## src/rtl/ttfm_pkg.sv

```systemverilog
package ttfm_pkg;

	localparam int TTFM_TABLE_ROWS = 64;
	localparam int TTFM_VALUE_BITS = 32;

	localparam int FIELD_W   = 32;
	localparam int TOL_W     = 31;
	localparam int ROW_IDX_W = 6;
	localparam int CFG_IDX_W = 1;

	localparam logic [1:0] ACT_CLEAR  = 2'd0;
	localparam logic [1:0] ACT_APPEND = 2'd1;
	localparam logic [1:0] ACT_QUERY  = 2'd2;

	localparam logic [1:0] STAT_OK      = 2'd0;
	localparam logic [1:0] STAT_EMPTY   = 2'd1;
	localparam logic [1:0] STAT_NOMATCH = 2'd2;
	localparam logic [1:0] STAT_FULL    = 2'd3;

	localparam logic [CFG_IDX_W-1:0] CFG_HEIGHT_TOL = 1'd0;
	localparam logic [CFG_IDX_W-1:0] CFG_SPEED_TOL  = 1'd1;

	typedef struct packed {
		logic [1:0]                action;
		logic signed [FIELD_W-1:0] height;
		logic signed [FIELD_W-1:0] speed;
	} cmd_t;

	typedef struct packed {
		logic [1:0]           status;
		logic [ROW_IDX_W-1:0] row_index;
	} rsp_t;

	typedef struct packed {
		logic [TOL_W-1:0] height_tol;
		logic [TOL_W-1:0] speed_tol;
	} tol_t;

	// Control part of the query token that walks down the cell chain.
	typedef struct packed {
		logic                 valid;
		logic                 found;
		logic [ROW_IDX_W-1:0] idx;
	} tok_ctl_t;

	typedef enum logic [1:0] {
		S_IDLE,
		S_SCAN,
		S_DONE
	} state_t;

endpackage

```

## src/rtl/ttfm_cell.sv

```systemverilog
module ttfm_cell import ttfm_pkg::*; #(
	parameter int VALUE_BITS = TTFM_VALUE_BITS,
	parameter int CELL_INDEX = 0
) (
	input  logic                  clk,
	input  logic                  arst_n,
	input  logic                  live,
	input  logic                  wr_en,
	input  logic [VALUE_BITS-1:0] wr_height,
	input  logic [VALUE_BITS-1:0] wr_speed,
	input  tol_t                  tol,
	input  tok_ctl_t              ctl_in,
	input  logic [VALUE_BITS-1:0] height_in,
	input  logic [VALUE_BITS-1:0] speed_in,
	output tok_ctl_t              ctl_out,
	output logic [VALUE_BITS-1:0] height_out,
	output logic [VALUE_BITS-1:0] speed_out
);

	localparam int CMP_W = (VALUE_BITS + 1 > TOL_W + 1) ? VALUE_BITS + 1 : TOL_W + 1;

	logic [VALUE_BITS-1:0]   row_height_q;
	logic [VALUE_BITS-1:0]   row_speed_q;
	tok_ctl_t                ctl_q;
	logic [VALUE_BITS-1:0]   height_q;
	logic [VALUE_BITS-1:0]   speed_q;

	logic signed [VALUE_BITS:0] dh;
	logic signed [VALUE_BITS:0] ds;
	logic signed [CMP_W-1:0]    dh_x;
	logic signed [CMP_W-1:0]    ds_x;
	logic signed [CMP_W-1:0]    th_x;
	logic signed [CMP_W-1:0]    ts_x;
	logic                       hit;
	tok_ctl_t                   ctl_d;

	// The differences carry one extra bit, so they never wrap.
	assign dh = $signed({height_in[VALUE_BITS-1], height_in})
		- $signed({row_height_q[VALUE_BITS-1], row_height_q});
	assign ds = $signed({speed_in[VALUE_BITS-1], speed_in})
		- $signed({row_speed_q[VALUE_BITS-1], row_speed_q});
	assign dh_x = CMP_W'(dh);
	assign ds_x = CMP_W'(ds);
	assign th_x = $signed(CMP_W'(tol.height_tol));
	assign ts_x = $signed(CMP_W'(tol.speed_tol));

	// An absolute value strictly below t is the same as -t < d < t.
	assign hit = (dh_x < th_x) && (dh_x > -th_x) && (ds_x < ts_x) && (ds_x > -ts_x);

	always_comb begin
		ctl_d = ctl_in;
		if (ctl_in.valid && !ctl_in.found && live && hit) begin
			ctl_d.found = 1'b1;
			ctl_d.idx   = ROW_IDX_W'(CELL_INDEX);
		end
	end

	always_ff @(posedge clk) begin
		if (wr_en) begin
			row_height_q <= wr_height;
			row_speed_q  <= wr_speed;
		end
		height_q <= height_in;
		speed_q  <= speed_in;
	end

	always_ff @(posedge clk or negedge arst_n) begin
		if (!arst_n) begin
			ctl_q <= '0;
		end else begin
			ctl_q <= ctl_d;
		end
	end

	assign ctl_out    = ctl_q;
	assign height_out = height_q;
	assign speed_out  = speed_q;

endmodule

```

## config.mk

```make
export PLATFORM = sky130hd
export DESIGN_NAME = ttfm_cell
export DESIGN_NICKNAME = d
export VERILOG_FILES = /design/src/rtl/ttfm_pkg.sv /design/src/rtl/ttfm_cell.sv
export SDC_FILE = /design/constraint.sdc
export NUM_CORES = 1
export LEC_CHECK = 0
export BUFFER_PORTS_ARGS = -buffer_cell sky130_fd_sc_hd__buf_2
export CAP_MARGIN = 30
export CELL_PAD_IN_SITES_DETAIL_PLACEMENT = 0
export CELL_PAD_IN_SITES_GLOBAL_PLACEMENT = 1
export CORE_ASPECT_RATIO = 0.9
export CORE_MARGIN = 3
export CORE_UTILIZATION = 44
export DETAILED_ROUTE_END_ITERATION = 8
export GPL_TIMING_DRIVEN = 0
export PLACE_DENSITY_LB_ADDON = 0.3
export REMOVE_ABC_BUFFERS = 1
export SYNTH_ARGS = -nofsm -noshare
export SYNTH_HDL_FRONTEND = slang
export SYNTH_SLANG_ARGS = --single-unit
```

## constraint.sdc

```tcl
create_clock -name clk -period 9.55 [get_ports clk]
set_input_delay 2.865 -clock clk [delete_from_list [all_inputs] [get_ports clk]]
set_output_delay 2.865 -clock clk [all_outputs]
set_load 0.1 [all_outputs]
```

==> flow_summary.toml <==
[outcome]
run_status = "complete, no violations"

[floorplanning]
start_util_pct = 45.5
die_y_um = 154
fp.dieArea_um2 = 26400
std_cell_rows = 53
ioPinCount = 274
core_area_um2 = 23700
die_w_um = 171

[synth]
synth_cells = 1164
yosysUniqueCellTypes = 64
netlist_area_um2 = 10800
yosysWarningCount = 0
synth.avg_cell_area_um2 = 9.25
synth_edf_count = 64
synthArstFlopShare_pct = 5.88
synth_ff_type = "edfxtp_1"
synth-seq-area-share_pct = 31.6
ys_seq_elements = 136

[global_routing]
antenna_found_initial = 5
grt_pass1_vias = 9175
grt_use_met2_pct = 35.2
grt_max_degree = 65
met3_usage_pct = 4.22
grt_most_used_layer = "met2"
track_usage_pct = 20.4
grt_pass1_wl_um = 43600
grt_use_met1_pct = 26.2
gr-total-overflow = 0

[clock_tree]
cts_buffers = 17
ctsRootBufferMaster = "clkbuf_16"
ctsHoldBuffers = 0
worstSkewPairLatency_ns = 0.43
cts_tree = "built"
clock-sinks = 136
cts_resized = 0
htree_levels = 4
cts_buffer_depth = 2
cts.clk_slew.worst_paths_ns = 0.06
post_cts_buffers = 0

[setup_path]
critical_path_class = "input port to register"
ff2ff_setup_slack_ns = 4.08
r2r_cells = 23
end_kind = "register"
cp_max_fo = 7
reg2reg_from = "row_speed_q[0]$_DFFE_PP_"
rr_endpoint = "ctl_out[1]$_DFF_PN0_"
start_kind = "input port"
critical_path_arrival_ns = 8.02
cp_data_required_time_ns = 9.83

[power_and_ir_drop]
switchingPower_w = 0.000827
p_leak_nw = 6.47
sw_frac_of_total_pct = 38.2
power_density_nw_per_um2 = 166
p_clk_share_pct = 28.4
internal_power_w = 0.00134
max-vdd-ir-drop_uv = 127
p_seq_share_pct = 30.5
power_w = 0.00216
p_comb_share_pct = 41.1

[sta]
setup_viol = 0
fin_ws_ns = 1.81
tightestPinTransition_ns = 0.854
timing.hold.ws_ns = 1.19
finalHoldViolations = 0
timing.fmax_mhz = 129
drv_slew = 0
fin_crit_sh_pct = 81.0
min_period_ns = 7.74
fin_setup_tns_ns = 0
fin_skew_ns = 0.00934
grt_setup_unrepaired = "no"
relSlewSlack_pct = 43.1

[finish]
fin_util_pct = 55.0
final_nets = 1842
drive_above_1_share_pct = 21.6
syn2layout_area_growth_pct = 21.1

[placement]
place_congestion = 0.849
preCtsSetupSlack_ns = 1.29
portBuffers = 273
place_hpwl_um = 22700

[route]
wl_um = 27100
dr.pass1.iters = 4
vias = 9131
wl_per_cell_um = 15.3
ant_nets = 0
viasPerCell = 5.16
drt_iter0_drc = 393
drcViolationCount = 0

[flow_run]
cap_viol_max_count = 0

[min_path]
whs_path_depth = 6
hold_end = "ctl_out[5]$_DFF_PN0_"
hold_start = "row_height_q[31]$_DFFE_PP_"
hold_class = "register to register"
cells in the mapped netlist (2+ instances only):
library cell / number / area, µm²
a2111oi_0: 4 / 35.0
a211o_1: 4 / 35.0
a211oi_1: 9 / 67.6
a21o_1: 63 / 473
a21oi_1: 84 / 420
a221o_1: 2 / 20.0
a221oi_1: 7 / 61.3
a31oi_1: 6 / 37.5
a41o_1: 2 / 20.0
a41oi_1: 2 / 17.5
and2_1: 5 / 31.3
and3_1: 8 / 50.1
and4_1: 2 / 17.5
clkbuf_1: 5 / 18.8
dfrtp_1: 8 / 200
dfxtp_1: 64 / 1280
edfxtp_1: 64 / 1920
fa_1: 2 / 40.0
ha_1: 188 / 2350
inv_1: 146 / 548
nand2_1: 53 / 199
nand2b_1: 20 / 125
nand3_1: 19 / 95.1
nand4_1: 29 / 181
nor2_1: 57 / 214
nor2b_1: 19 / 119
nor3_1: 35 / 175
nor4_1: 16 / 100
o2111ai_1: 2 / 17.5
o211ai_1: 9 / 67.6
o21a_1: 12 / 90.1
o21ai_0: 39 / 195
o21ai_1: 8 / 40.0
o21bai_1: 12 / 90.1
o311a_1: 2 / 20.0
o31ai_1: 4 / 30.0
o41a_1: 2 / 22.5
or2_1: 2 / 12.5
or2_2: 4 / 25.0
or3_1: 5 / 31.3
or4_1: 5 / 37.5
xnor2_1: 98 / 858
xor2_1: 16 / 140
flip-flops by register name (all words and copies together) (netlist names):
signal and count:
height_out 32, row_height_q 32, row_speed_q 32, speed_out 32
ctl_out 8
stage by stage:
stage	area, µm²	instances
after floorplan	10700	1158
after global placement	12500	1733
after CTS	13000	1765
after global routing	13000	1768
after detailed placement	12500	1733
final	13000	1768
critical path, cell delays in order:
cell       delay (ns)
buf_2            0.10
inv_1            0.06
ha_1             0.16
inv_1            0.05
fa_1             0.40
a21o_1           0.18
a21oi_1          0.31
o21a_1           0.20
o211ai_1         0.15
a41oi_1          0.47
o21ai_1          0.21
a21o_1           0.21
a21oi_1          0.16
xnor2_1          0.18
ha_1             0.31
a21oi_1          0.18
o21ai_0          0.12
a21o_1           0.19
a211oi_1         0.22
o21ai_0          0.12
o21bai_1         0.22
a221oi_1         0.28
a211oi_1         0.13
a2111oi_4        0.42
nor2b_1          0.10
placed cells by master (no fill, tap or decap), types with 7 or more instances in the layout:
master | Yosys | routed
a211oi_1 | 9 | 9
a21o_1 | 63 | 63
a21oi_1 | 84 | 84
a221oi_1 | 7 | 7
and3_1 | 8 | 8
buf_2 | 1 | 272
clkbuf_16 | 0 | 17
dfrtp_1 | 8 | 8
dfxtp_1 | 64 | 64
edfxtp_1 | 64 | 64
ha_1 | 188 | 188
inv_1 | 146 | 146
nand2_1 | 53 | 53
nand2b_1 | 20 | 20
nand3_1 | 19 | 19
nand4_1 | 29 | 29
nor2_1 | 57 | 57
nor2b_1 | 19 | 19
nor3_1 | 35 | 35
nor4_1 | 16 | 16
o211ai_1 | 9 | 9
o21a_1 | 12 | 12
o21ai_0 | 39 | 39
o21ai_1 | 8 | 8
o21bai_1 | 12 | 12
xnor2_1 | 98 | 98
xor2_1 | 16 | 16
cell type report:
| class | instances | area (µm²) |
|---|---|---|
| multi-input cells | 875 | 6780 |
| repair buffers | 273 | 1370 |
| diodes | 3 | 7.51 |
| clock buffers | 19 | 443 |
| clock inverters | 13 | 96.3 |
| inverters | 147 | 552 |
| well taps | 302 | 378 |
| flip-flops and latches | 136 | 3400 |
| fillers | 2224 | 10600 |
how the worst max path moves through the flow:
stage,start,endpoint,slack [ns],cells past startpoint
6_report,speed_in[0],ctl_out[1]$_DFF_PN0_,1.81,25
3_5_place_dp,speed_in[0],ctl_out[1]$_DFF_PN0_,1.29,21
2_1_floorplan,speed_in[0],ctl_out[0]$_DFF_PN0_,2.46,24
5_1_grt,speed_in[0],ctl_out[1]$_DFF_PN0_,1.36,21
3_3_place_gp,speed_in[0],ctl_out[1]$_DFF_PN0_,1.30,21
4_1_cts,speed_in[0],ctl_out[1]$_DFF_PN0_,1.73,21
logic make-up after synthesis:
logic type / share of synthesized area (%)
flops: 31.6
buf+inv: 5.35
simple gates: 13.8
compound gates: 17.7
xor+xnor: 9.28
fa+ha+maj: 22.2
per-layer routing:
layer  part of all wire (%)  vias up
li1                       -     4791
met1                     46     4124
met2                     48      185
met3                    4.6       27
met4                    1.2        4
met5                   0.12        -
power groups by stage:
stage,Combinational (W),Sequential (W),Clock [W]
floorplan,0.000544,0.000793,0
global placement,0.000871,0.000672,0
detailed placement,0.000885,0.000673,0
CTS,0.000891,0.000661,0.000631
global route,0.00100,0.000664,0.000655
finish,0.000889,0.000660,0.000615
Note: power is estimated with default switching activity, not from simulation.
